`src/rtl/core/bqc_pkg.sv`:
```
// Package for the biquad cascade filter: widths, coefficient set type,
// controller types and the rounding/saturation helper.
// No dependencies; every other file of the block imports it.
`default_nettype none

package bqc_pkg;

  localparam int SAMPLE_W  = 16;
  localparam int COEF_W    = 18;
  localparam int FF_W      = 3 * COEF_W;
  localparam int FB_W      = 2 * COEF_W;
  localparam int PROD_W    = COEF_W + SAMPLE_W;
  localparam int ACC_W     = PROD_W + 3;
  localparam int RND_SHIFT = 15;
  localparam int RND_W     = ACC_W - RND_SHIFT;
  localparam int CFG_IDX_W = 3;
  localparam int CFG_DATA_W = FF_W;
  localparam int CNT_W     = 3;

  localparam int CHANNELS_DEFAULT = 2;

  // b0 = 1.0 in Q3.15, all other taps zero: the filter passes samples through.
  localparam logic [FF_W-1:0] FF_RESET = FF_W'(32768);
  localparam logic [FB_W-1:0] FB_RESET = '0;

  localparam logic signed [ACC_W-1:0] ROUND_BIAS = ACC_W'(16384);
  localparam logic signed [SAMPLE_W-1:0] SAMPLE_MAX = 16'sh7FFF;
  localparam logic signed [SAMPLE_W-1:0] SAMPLE_MIN = 16'sh8000;

  typedef enum logic [CFG_IDX_W-1:0] {
    CFG_S1_FF = 3'd0,
    CFG_S1_FB = 3'd1,
    CFG_S2_FF = 3'd2,
    CFG_S2_FB = 3'd3
  } cfg_idx_e;

  typedef struct packed {
    logic [FF_W-1:0] s1_ff;
    logic [FB_W-1:0] s1_fb;
    logic [FF_W-1:0] s2_ff;
    logic [FB_W-1:0] s2_fb;
  } coef_set_t;

  // Taps in the order the MAC walks through them.
  typedef enum logic [CNT_W-1:0] {
    TERM_B0 = 3'd0,
    TERM_B1 = 3'd1,
    TERM_B2 = 3'd2,
    TERM_A1 = 3'd3,
    TERM_A2 = 3'd4
  } term_e;

  typedef enum logic [2:0] {
    ST_IDLE = 3'd0,
    ST_MAC1 = 3'd1,
    ST_RND1 = 3'd2,
    ST_MAC2 = 3'd3,
    ST_RND2 = 3'd4
  } ctrl_state_e;

  typedef struct packed {
    logic  capture;
    logic  stage;
    term_e term;
    logic  acc_en;
    logic  acc_load;
    logic  acc_sub;
    logic  mid_en;
    logic  res_en;
  } ctrl_cmd_t;

  // Round half up to Q1.15 and clamp to the 16-bit range.
  function automatic logic signed [SAMPLE_W-1:0] round_sat(
      input logic signed [ACC_W-1:0] acc);
    logic signed [ACC_W-1:0] biased;
    logic signed [RND_W-1:0] rnd;
    biased = acc + ROUND_BIAS;
    rnd = biased[ACC_W-1:RND_SHIFT];
    if (rnd > RND_W'(SAMPLE_MAX)) begin
      return SAMPLE_MAX;
    end else if (rnd < RND_W'(SAMPLE_MIN)) begin
      return SAMPLE_MIN;
    end
    return rnd[SAMPLE_W-1:0];
  endfunction

endpackage

`default_nettype wire

```
`src/rtl/core/bqc_intf.sv`:
```
// Channel interfaces of the biquad cascade filter: sample input,
// filtered output and coefficient write port. Depends on bqc_pkg.
`default_nettype none

interface bqc_in_if;
  import bqc_pkg::*;
  logic                       valid;
  logic                       ready;
  logic                       channel;
  logic signed [SAMPLE_W-1:0] sample_in;
  modport source (output valid, channel, sample_in, input ready);
  modport sink (input valid, channel, sample_in, output ready);
endinterface

interface bqc_out_if;
  import bqc_pkg::*;
  logic                       valid;
  logic                       ready;
  logic                       channel_out;
  logic signed [SAMPLE_W-1:0] sample_out;
  modport source (output valid, channel_out, sample_out, input ready);
  modport sink (input valid, channel_out, sample_out, output ready);
endinterface

interface bqc_cfg_if;
  import bqc_pkg::*;
  logic                  valid;
  logic                  ready;
  logic [CFG_IDX_W-1:0]  index;
  logic [CFG_DATA_W-1:0] data;
  modport source (output valid, index, data, input ready);
  modport sink (input valid, index, data, output ready);
endinterface

`default_nettype wire

```
`src/rtl/core/biquad_cascade_filter.sv`:
```
// Fourth-order IIR filter: two direct-form-I biquads in cascade with one
// history set per channel. A new sample is accepted only after the result
// of the previous one has been written to the output register; this is set
// by the single shared 18x16 multiply-accumulate unit, which computes the
// ten products of both stages one per cycle. A result waits in an output
// register, so a stalled output delays only the end of the next sample.
// Coefficients are Q3.15 and should be written while idle.
// Depends on bqc_pkg, bqc_intf, bqc_cfg_regs, bqc_ctrl and bqc_datapath.
`default_nettype none

module biquad_cascade_filter #(
  parameter int CHANNELS = bqc_pkg::CHANNELS_DEFAULT
) (
  input  logic      clk_i,
  input  logic      rst_ni,
  bqc_in_if.sink    in_i,
  bqc_out_if.source out_o,
  bqc_cfg_if.sink   cfg_i
);
  import bqc_pkg::*;

  coef_set_t coef;
  ctrl_cmd_t cmd;
  logic      in_ready;
  logic      out_valid;

  bqc_cfg_regs u_cfg_regs (
    .clk_i  (clk_i),
    .rst_ni (rst_ni),
    .cfg_i  (cfg_i),
    .coef_o (coef)
  );

  bqc_ctrl u_ctrl (
    .clk_i       (clk_i),
    .rst_ni      (rst_ni),
    .in_valid_i  (in_i.valid),
    .in_ready_o  (in_ready),
    .out_valid_o (out_valid),
    .out_ready_i (out_o.ready),
    .cmd_o       (cmd)
  );

  bqc_datapath #(
    .CHANNELS (CHANNELS)
  ) u_datapath (
    .clk_i     (clk_i),
    .rst_ni    (rst_ni),
    .cmd_i     (cmd),
    .coef_i    (coef),
    .channel_i (in_i.channel),
    .sample_i  (in_i.sample_in),
    .channel_o (out_o.channel_out),
    .sample_o  (out_o.sample_out)
  );

  assign in_i.ready  = in_ready;
  assign out_o.valid = out_valid;

endmodule

`default_nettype wire

```
`src/rtl/core/bqc_cfg_regs.sv`:
```
// Coefficient register bank of the biquad cascade filter.
// Depends on bqc_pkg and bqc_intf.
`default_nettype none

module bqc_cfg_regs (
  input  logic                clk_i,
  input  logic                rst_ni,
  bqc_cfg_if.sink             cfg_i,
  output bqc_pkg::coef_set_t  coef_o
);
  import bqc_pkg::*;

  coef_set_t coef_q;

  assign cfg_i.ready = 1'b1;
  assign coef_o      = coef_q;

  // Writes to an index past the register list are dropped.
  always_ff @(posedge clk_i or negedge rst_ni) begin
    if (!rst_ni) begin
      coef_q.s1_ff <= FF_RESET;
      coef_q.s1_fb <= FB_RESET;
      coef_q.s2_ff <= FF_RESET;
      coef_q.s2_fb <= FB_RESET;
    end else if (cfg_i.valid && cfg_i.ready) begin
      case (cfg_i.index)
        CFG_S1_FF: coef_q.s1_ff <= cfg_i.data;
        CFG_S1_FB: coef_q.s1_fb <= cfg_i.data[FB_W-1:0];
        CFG_S2_FF: coef_q.s2_ff <= cfg_i.data;
        CFG_S2_FB: coef_q.s2_fb <= cfg_i.data[FB_W-1:0];
        default: begin
        end
      endcase
    end
  end

endmodule

`default_nettype wire

```
`src/rtl/core/bqc_ctrl.sv`:
```
// Sequencing controller of the biquad cascade filter: walks the shared
// MAC through both stages and owns the handshakes. Depends on bqc_pkg.
`default_nettype none

module bqc_ctrl (
  input  logic               clk_i,
  input  logic               rst_ni,
  input  logic               in_valid_i,
  output logic               in_ready_o,
  output logic               out_valid_o,
  input  logic               out_ready_i,
  output bqc_pkg::ctrl_cmd_t cmd_o
);
  import bqc_pkg::*;

  // Five products, each accumulated in the cycle after the multiplier forms it.
  localparam logic [CNT_W-1:0] MacLast  = CNT_W'(5);
  localparam logic [CNT_W-1:0] TermLast = CNT_W'(4);

  ctrl_state_e      state_q, state_d;
  logic [CNT_W-1:0] cnt_q, cnt_d;
  logic             out_valid_q, out_valid_d;
  ctrl_cmd_t        cmd;

  always_ff @(posedge clk_i or negedge rst_ni) begin
    if (!rst_ni) begin
      state_q     <= ST_IDLE;
      cnt_q       <= '0;
      out_valid_q <= 1'b0;
    end else begin
      state_q     <= state_d;
      cnt_q       <= cnt_d;
      out_valid_q <= out_valid_d;
    end
  end

  always_comb begin
    state_d    = state_q;
    cnt_d      = cnt_q;
    in_ready_o = 1'b0;
    cmd        = '0;
    cmd.term   = TERM_B0;
    case (state_q)
      ST_IDLE: begin
        in_ready_o = 1'b1;
        if (in_valid_i) begin
          cmd.capture = 1'b1;
          cnt_d       = '0;
          state_d     = ST_MAC1;
        end
      end
      ST_MAC1, ST_MAC2: begin
        cmd.stage = (state_q == ST_MAC2);
        if (cnt_q <= TermLast) begin
          cmd.term = term_e'(cnt_q);
        end
        cmd.acc_en   = (cnt_q != '0);
        cmd.acc_load = (cnt_q == CNT_W'(1));
        // The product in flight belongs to a feedback tap.
        cmd.acc_sub  = (cnt_q > CNT_W'(TERM_A1));
        if (cnt_q == MacLast) begin
          cnt_d   = '0;
          state_d = (state_q == ST_MAC1) ? ST_RND1 : ST_RND2;
        end else begin
          cnt_d = cnt_q + CNT_W'(1);
        end
      end
      ST_RND1: begin
        cmd.mid_en = 1'b1;
        state_d    = ST_MAC2;
      end
      ST_RND2: begin
        cmd.stage = 1'b1;
        // Hold the finished result until the output register is free.
        if (!out_valid_q || out_ready_i) begin
          cmd.res_en = 1'b1;
          state_d    = ST_IDLE;
        end
      end
      default: begin
        state_d = ST_IDLE;
      end
    endcase
  end

  assign out_valid_d = cmd.res_en | (out_valid_q & ~out_ready_i);
  assign out_valid_o = out_valid_q;
  assign cmd_o       = cmd;

  a_accept_starts_mac: assert property (@(posedge clk_i) disable iff (!rst_ni)
    cmd.capture |=> (state_q == ST_MAC1) && (cnt_q == '0))
    else $error("accepted sample did not start stage 1");

  a_no_overwrite: assert property (@(posedge clk_i) disable iff (!rst_ni)
    cmd.res_en |-> (!out_valid_q || out_ready_i))
    else $error("result written over an untaken output");

  a_result_shown: assert property (@(posedge clk_i) disable iff (!rst_ni)
    cmd.res_en |=> out_valid_q)
    else $error("result register not marked valid");

  a_idle_cnt_clear: assert property (@(posedge clk_i) disable iff (!rst_ni)
    (state_q == ST_IDLE) |-> (cnt_q == '0))
    else $error("tap counter not cleared at idle");

endmodule

`default_nettype wire

```
`src/rtl/core/bqc_datapath.sv`:
```
// Datapath of the biquad cascade filter: per-channel history, one shared
// 18x16 multiplier with accumulator, rounding and the output register.
// Depends on bqc_pkg.
`default_nettype none

module bqc_datapath #(
  parameter int CHANNELS = bqc_pkg::CHANNELS_DEFAULT
) (
  input  logic                                clk_i,
  input  logic                                rst_ni,
  input  bqc_pkg::ctrl_cmd_t                  cmd_i,
  input  bqc_pkg::coef_set_t                  coef_i,
  input  logic                                channel_i,
  input  logic signed [bqc_pkg::SAMPLE_W-1:0] sample_i,
  output logic                                channel_o,
  output logic signed [bqc_pkg::SAMPLE_W-1:0] sample_o
);
  import bqc_pkg::*;

  localparam int HistW = (CHANNELS > 1) ? $clog2(CHANNELS) : 1;

  logic                       chan_q;
  logic [HistW-1:0]           hidx_q;
  logic signed [SAMPLE_W-1:0] x_q;
  logic signed [SAMPLE_W-1:0] mid_q;
  logic signed [PROD_W-1:0]   prod_q, prod_d;
  logic signed [ACC_W-1:0]    acc_q, acc_d;
  logic signed [ACC_W-1:0]    addend;
  logic signed [SAMPLE_W-1:0] rnd_val;
  logic                       out_chan_q;
  logic signed [SAMPLE_W-1:0] out_sample_q;

  // Stage 2 reads the stage 1 output history as its input history.
  logic signed [SAMPLE_W-1:0] in_p1_q  [CHANNELS];
  logic signed [SAMPLE_W-1:0] in_p2_q  [CHANNELS];
  logic signed [SAMPLE_W-1:0] mid_p1_q [CHANNELS];
  logic signed [SAMPLE_W-1:0] mid_p2_q [CHANNELS];
  logic signed [SAMPLE_W-1:0] out_p1_q [CHANNELS];
  logic signed [SAMPLE_W-1:0] out_p2_q [CHANNELS];

  logic [FF_W-1:0]            ff_sel;
  logic [FB_W-1:0]            fb_sel;
  logic signed [COEF_W-1:0]   coef_sel;
  logic signed [SAMPLE_W-1:0] op_sel;

  always_ff @(posedge clk_i) begin
    if (cmd_i.capture) begin
      chan_q <= channel_i;
      hidx_q <= (CHANNELS > 1) ? HistW'(channel_i) : '0;
      x_q    <= sample_i;
    end
  end

  always_comb begin
    ff_sel = cmd_i.stage ? coef_i.s2_ff : coef_i.s1_ff;
    fb_sel = cmd_i.stage ? coef_i.s2_fb : coef_i.s1_fb;
    case (cmd_i.term)
      TERM_B0: begin
        coef_sel = ff_sel[0*COEF_W +: COEF_W];
        op_sel   = cmd_i.stage ? mid_q : x_q;
      end
      TERM_B1: begin
        coef_sel = ff_sel[1*COEF_W +: COEF_W];
        op_sel   = cmd_i.stage ? mid_p1_q[hidx_q] : in_p1_q[hidx_q];
      end
      TERM_B2: begin
        coef_sel = ff_sel[2*COEF_W +: COEF_W];
        op_sel   = cmd_i.stage ? mid_p2_q[hidx_q] : in_p2_q[hidx_q];
      end
      TERM_A1: begin
        coef_sel = fb_sel[0*COEF_W +: COEF_W];
        op_sel   = cmd_i.stage ? out_p1_q[hidx_q] : mid_p1_q[hidx_q];
      end
      TERM_A2: begin
        coef_sel = fb_sel[1*COEF_W +: COEF_W];
        op_sel   = cmd_i.stage ? out_p2_q[hidx_q] : mid_p2_q[hidx_q];
      end
      default: begin
        coef_sel = '0;
        op_sel   = '0;
      end
    endcase
  end

  assign prod_d = coef_sel * op_sel;
  assign addend = ACC_W'(prod_q);

  always_comb begin
    acc_d = acc_q;
    if (cmd_i.acc_load) begin
      acc_d = addend;
    end else if (cmd_i.acc_sub) begin
      acc_d = acc_q - addend;
    end else begin
      acc_d = acc_q + addend;
    end
  end

  assign rnd_val = round_sat(acc_q);

  always_ff @(posedge clk_i) begin
    prod_q <= prod_d;
    if (cmd_i.acc_en) begin
      acc_q <= acc_d;
    end
    if (cmd_i.mid_en) begin
      mid_q <= rnd_val;
    end
    if (cmd_i.res_en) begin
      out_chan_q   <= chan_q;
      out_sample_q <= rnd_val;
    end
  end

  always_ff @(posedge clk_i or negedge rst_ni) begin
    if (!rst_ni) begin
      for (int c = 0; c < CHANNELS; c++) begin
        in_p1_q[c]  <= '0;
        in_p2_q[c]  <= '0;
        mid_p1_q[c] <= '0;
        mid_p2_q[c] <= '0;
        out_p1_q[c] <= '0;
        out_p2_q[c] <= '0;
      end
    end else if (cmd_i.res_en) begin
      in_p2_q[hidx_q]  <= in_p1_q[hidx_q];
      in_p1_q[hidx_q]  <= x_q;
      mid_p2_q[hidx_q] <= mid_p1_q[hidx_q];
      mid_p1_q[hidx_q] <= mid_q;
      out_p2_q[hidx_q] <= out_p1_q[hidx_q];
      out_p1_q[hidx_q] <= rnd_val;
    end
  end

  assign channel_o = out_chan_q;
  assign sample_o  = out_sample_q;

endmodule

`default_nettype wire

```
`src/flat_wrapper.sv`:
```
// flat-port wrapper written by rule: the top's interface ports become plain ports
module biquad_cascade_filter_flat import bqc_pkg::*;
#(
  parameter int CHANNELS = bqc_pkg::CHANNELS_DEFAULT
)
  (clk_i, rst_ni, in_i_valid, in_i_channel, in_i_sample_in, in_i_ready, out_o_valid, out_o_channel_out, out_o_sample_out, out_o_ready, cfg_i_valid, cfg_i_index, cfg_i_data, cfg_i_ready);
  bqc_in_if in_i_i ();
  bqc_out_if out_o_i ();
  bqc_cfg_if cfg_i_i ();
  input  logic clk_i;
  input  logic rst_ni;
  input wire logic [$bits(in_i_i.valid)-1:0] in_i_valid;
  input wire logic [$bits(in_i_i.channel)-1:0] in_i_channel;
  input wire logic [$bits(in_i_i.sample_in)-1:0] in_i_sample_in;
  output wire logic [$bits(in_i_i.ready)-1:0] in_i_ready;
  output wire logic [$bits(out_o_i.valid)-1:0] out_o_valid;
  output wire logic [$bits(out_o_i.channel_out)-1:0] out_o_channel_out;
  output wire logic [$bits(out_o_i.sample_out)-1:0] out_o_sample_out;
  input wire logic [$bits(out_o_i.ready)-1:0] out_o_ready;
  input wire logic [$bits(cfg_i_i.valid)-1:0] cfg_i_valid;
  input wire logic [$bits(cfg_i_i.index)-1:0] cfg_i_index;
  input wire logic [$bits(cfg_i_i.data)-1:0] cfg_i_data;
  output wire logic [$bits(cfg_i_i.ready)-1:0] cfg_i_ready;
  assign in_i_i.valid = in_i_valid;
  assign in_i_i.channel = in_i_channel;
  assign in_i_i.sample_in = in_i_sample_in;
  assign in_i_ready = in_i_i.ready;
  assign out_o_valid = out_o_i.valid;
  assign out_o_channel_out = out_o_i.channel_out;
  assign out_o_sample_out = out_o_i.sample_out;
  assign out_o_i.ready = out_o_ready;
  assign cfg_i_i.valid = cfg_i_valid;
  assign cfg_i_i.index = cfg_i_index;
  assign cfg_i_i.data = cfg_i_data;
  assign cfg_i_ready = cfg_i_i.ready;
  biquad_cascade_filter #(.CHANNELS(CHANNELS)) u_core (.clk_i(clk_i), .rst_ni(rst_ni), .in_i(in_i_i), .out_o(out_o_i), .cfg_i(cfg_i_i));
endmodule
```
`config.mk`:
```
export PLATFORM = sky130hd
export DESIGN_NAME = biquad_cascade_filter_flat
export DESIGN_NICKNAME = d
export VERILOG_FILES = /design/src/rtl/core/bqc_pkg.sv /design/src/rtl/core/bqc_intf.sv /design/src/rtl/core/biquad_cascade_filter.sv /design/src/rtl/core/bqc_cfg_regs.sv /design/src/rtl/core/bqc_ctrl.sv /design/src/rtl/core/bqc_datapath.sv /design/src/flat_wrapper.sv
export SDC_FILE = /design/constraint.sdc
export NUM_CORES = 2
export LEC_CHECK = 0
export BUFFER_PORTS_ARGS = -buffer_cell sky130_fd_sc_hd__buf_2
export CAP_MARGIN = 20
export CORE_AREA = 5 5 304 306
export CTS_BUF_LIST = sky130_fd_sc_hd__clkbuf_4
export CTS_CLUSTER_DIAMETER = 80
export DETAILED_ROUTE_END_ITERATION = 16
export DIE_AREA = 0 0 309 311
export GPL_TIMING_DRIVEN = 0
export PLACE_DENSITY = 0.62
export SYNTH_ARGS = -nofsm -noshare
export SYNTH_HDL_FRONTEND = slang
export SYNTH_SLANG_ARGS = --single-unit
```
`constraint.sdc`:
```
create_clock -name clk_i -period 21.4 [get_ports clk_i]
set_input_delay 1.07 -clock clk_i [delete_from_list [all_inputs] [get_ports clk_i]]
set_output_delay 1.07 -clock clk_i [all_outputs]
set_load 0.005 [all_outputs]
```
==> metrics.yaml <==
outcome: "completed"
antenna_found_initial: 7
critPathMaxFanout: 10
grt_pass1_wl_microns: 164000
die_w_microns: 309
met3_usage: 0.0588
crit_type: "reg -> reg"
drc: 0
nNetsFinal: 4120
critPathRequiredTime_ns: 22.26
cts_buffers: 142
grtUsageMet2: 0.347
cts_hold_buf: 0
cap_violations: 0
post_cts_resized: 0
antenna_left: 0
hold_viol: 0
synthCells: 3377
wl_per_cell_microns: 21.5
fin_crit_sh: 0.485
cts_sinks: 500
fin_hold_ws_ns: 0.0513
setup-tns-final_ns: 0
insertion_delay_ns: 1.06
cts_setup_buffers: 0
fp.dieH_microns: 311
drtIter0Drc: 2113
area_delta_synth_final_pct: 11.6
routed_wl_microns: 106000
crit_top_cell: "fa_1"
critPathLaunchType: "register"
synth_top_flop_cell: "dfrtp_1"
dpl.hpwl_microns: 80000
cts_tree: "built"
rsz0062_at_grt: "false"
ios: 99
top_usage_layer: "met2"
first_pass_iters: 10
cts-root-to-sink-buffers: 3
hold_path_class: "in -> async"
tightestPinTransition_ns: 1.20
vias: 26500
ys_seq_elements: 500
path_clk_slew_ns: 0.08
dieArea_sq_mm: 0.0961
overflow: 0
cp_slowest_cell: "a21oi_2"
path_buf_inv: 9
cts_root_buffer: "clkbuf_4"
maxSlewHeadroom: 0.202
slowest_delay_ns: 0.67
drive_above_1_share: 0.198
globalRouteMet1Util: 0.298
finalCriticalPeriod_ns: 10.38
core.rowCount: 110
grt_max_degree: 114
grt_pass1_vias: 27200
skew_ns: 0.0958
initial_core_util: 0.396
port_buffers: 97
avgViaCountPerCell: 5.39
final_cell_mix: "nand2_1 (502), dfrtp_1 (377), inv_1 (352), fa_1 (292), mux2_2 (267)"
track_usage: 0.222
synth_edf_count: 87
yosysUniqueCellTypes: 91
syn_area_sq_mm: 0.0354
yosys_warnings: 0
design.core.area_sq_mm: 0.0893
cp-end-kind: "register"
crit_family: "adder cells"
synth-seq-area-share: 0.361
ctsHtreeMaxLevel: 4
final_common_cell: "nand2_1"
async_flop_share: 0.758
arrival_ns: 11.23
clock.fmax_mhz: 96.4
slew_viol_final: 0
synth_area_per_cell_sq_um: 10.5
synth_nets: 3872
setup_viol_count_final: 0
place_congestion: 0.903
-- logic make-up after synthesis --
group | share of synthesized area
fa+ha+maj | 0.209
flops | 0.361
buf+inv | 0.0577
xor+xnor | 0.0282
mux | 0.121
simple gates | 0.125
other cells | 0.000106
compound gates | 0.0977
-- layout make-up --
type                    count  area (sq um)
fillers                  8598         49800
plain buffers             154           716
clock inverters            49           394
flip-flops and latches    500         12800
multi-input cells        2370         20600
repair buffers            104           628
well taps                1176          1470
inverters                 353          1330
clock buffers             209          1570
diodes                      9          22.5
-- final timing paths --
path	startpoint	end	slack [ns]	cells past startpoint
min reg2reg	u_core.u_datapath.chan_q	u_core.u_datapath.channel_o	0.47	0
max in group asynchronous	rst_ni	u_core.u_cfg_regs.coef_o[26]	19.33	4
max	u_core.u_ctrl.cnt_q[1]	u_core.u_datapath.prod_q[33]	11.02	30
max reg2reg	u_core.u_ctrl.cnt_q[1]	u_core.u_datapath.prod_q[33]	11.02	30
min in group clk_i	in_i_sample_in[14]	u_core.u_datapath.x_q[14]	0.20	1
min	rst_ni	u_core.u_datapath.mid_p1_q[22]	0.05	1
-- flip-flops by register name (all words and copies together) (netlist names) --
register,flops
u_core.u_datapath.prod_q,34
u_core.u_datapath.mid_q,16
u_core.u_datapath.acc_q,37
u_core.u_datapath.out_p1_q,32
u_core.u_cfg_regs.coef_o,180
u_core.u_datapath.sample_o,16
u_core.u_datapath.mid_p2_q,32
u_core.u_datapath.chan_q,1
u_core.u_datapath.channel_o,1
u_core.u_datapath.in_p2_q,32
u_core.u_ctrl.out_valid_o,1
u_core.u_datapath.mid_p1_q,32
u_core.u_datapath.in_p1_q,32
u_core.u_datapath.x_q,16
u_core.u_ctrl.cnt_q,3
u_core.u_datapath.out_p2_q,32
u_core.u_ctrl.state_q,3
-- cell usage after synthesis, drive strengths merged (12+ instances only) --
cell type / count / area (sq um)
a211oi: 18 / 140
a21o: 34 / 255
a21oi: 154 / 774
a221o: 40 / 400
a31oi: 14 / 87.6
and2: 140 / 878
and3: 12 / 75.1
buf: 85 / 457
clkbuf: 69 / 259
dfrtp: 377 / 9430
dfxtp: 34 / 681
edfxtp: 87 / 2610
fa: 292 / 5850
ha: 124 / 1550
inv: 353 / 1330
mux2: 267 / 3010
mux2i: 64 / 641
mux4: 28 / 631
nand2: 504 / 1900
nand2b: 16 / 103
nand3: 23 / 120
nand4: 13 / 81.3
nor2: 157 / 592
nor2b: 38 / 238
nor3: 17 / 96.4
nor4: 13 / 96.3
o21a: 15 / 113
o21ai: 100 / 512
o221ai: 14 / 123
o22a: 16 / 140
o22ai: 28 / 175
o31ai: 21 / 163
xnor2: 60 / 526
xor2: 53 / 472
-- routing by layer --
metal / vias up / share of wire / routed length, microns
li1: 12000 / - / -
met1: 13300 / 0.42 / 44900
met2: 1044 / 0.46 / 48800
met3: 243 / 0.078 / 8310
met4: 2 / 0.038 / 4020
met5: - / 0.00012 / 13
-- worst reg2reg max path, delay by kind of cell, from the launching register on --
family                   cells  cell delay (ns)
adder cells (fa/ha/maj)      7             3.34
buffers and inverters        9             2.29
AND/OR/NAND/NOR              6             1.56
XOR/XNOR                     1             0.30
AO/OA/AOI/OAI                7             2.40
flip-flops                   1             0.36
-- stage by stage --
step                std cells   util  area [sq um]  worst slack (ns)
finish                   4924  0.442         39500             11.02
global route             4919  0.442         39500             10.72
CTS                      4915  0.442         39500             11.07
detailed placement       4657  0.420         37500             11.11
global placement         4650  0.418         37300             11.01
floorplan                3377      -         35400             13.69
Power is not shown: default switching activity piles up to over one toggle a cycle in this logic, so the estimate is an artifact.
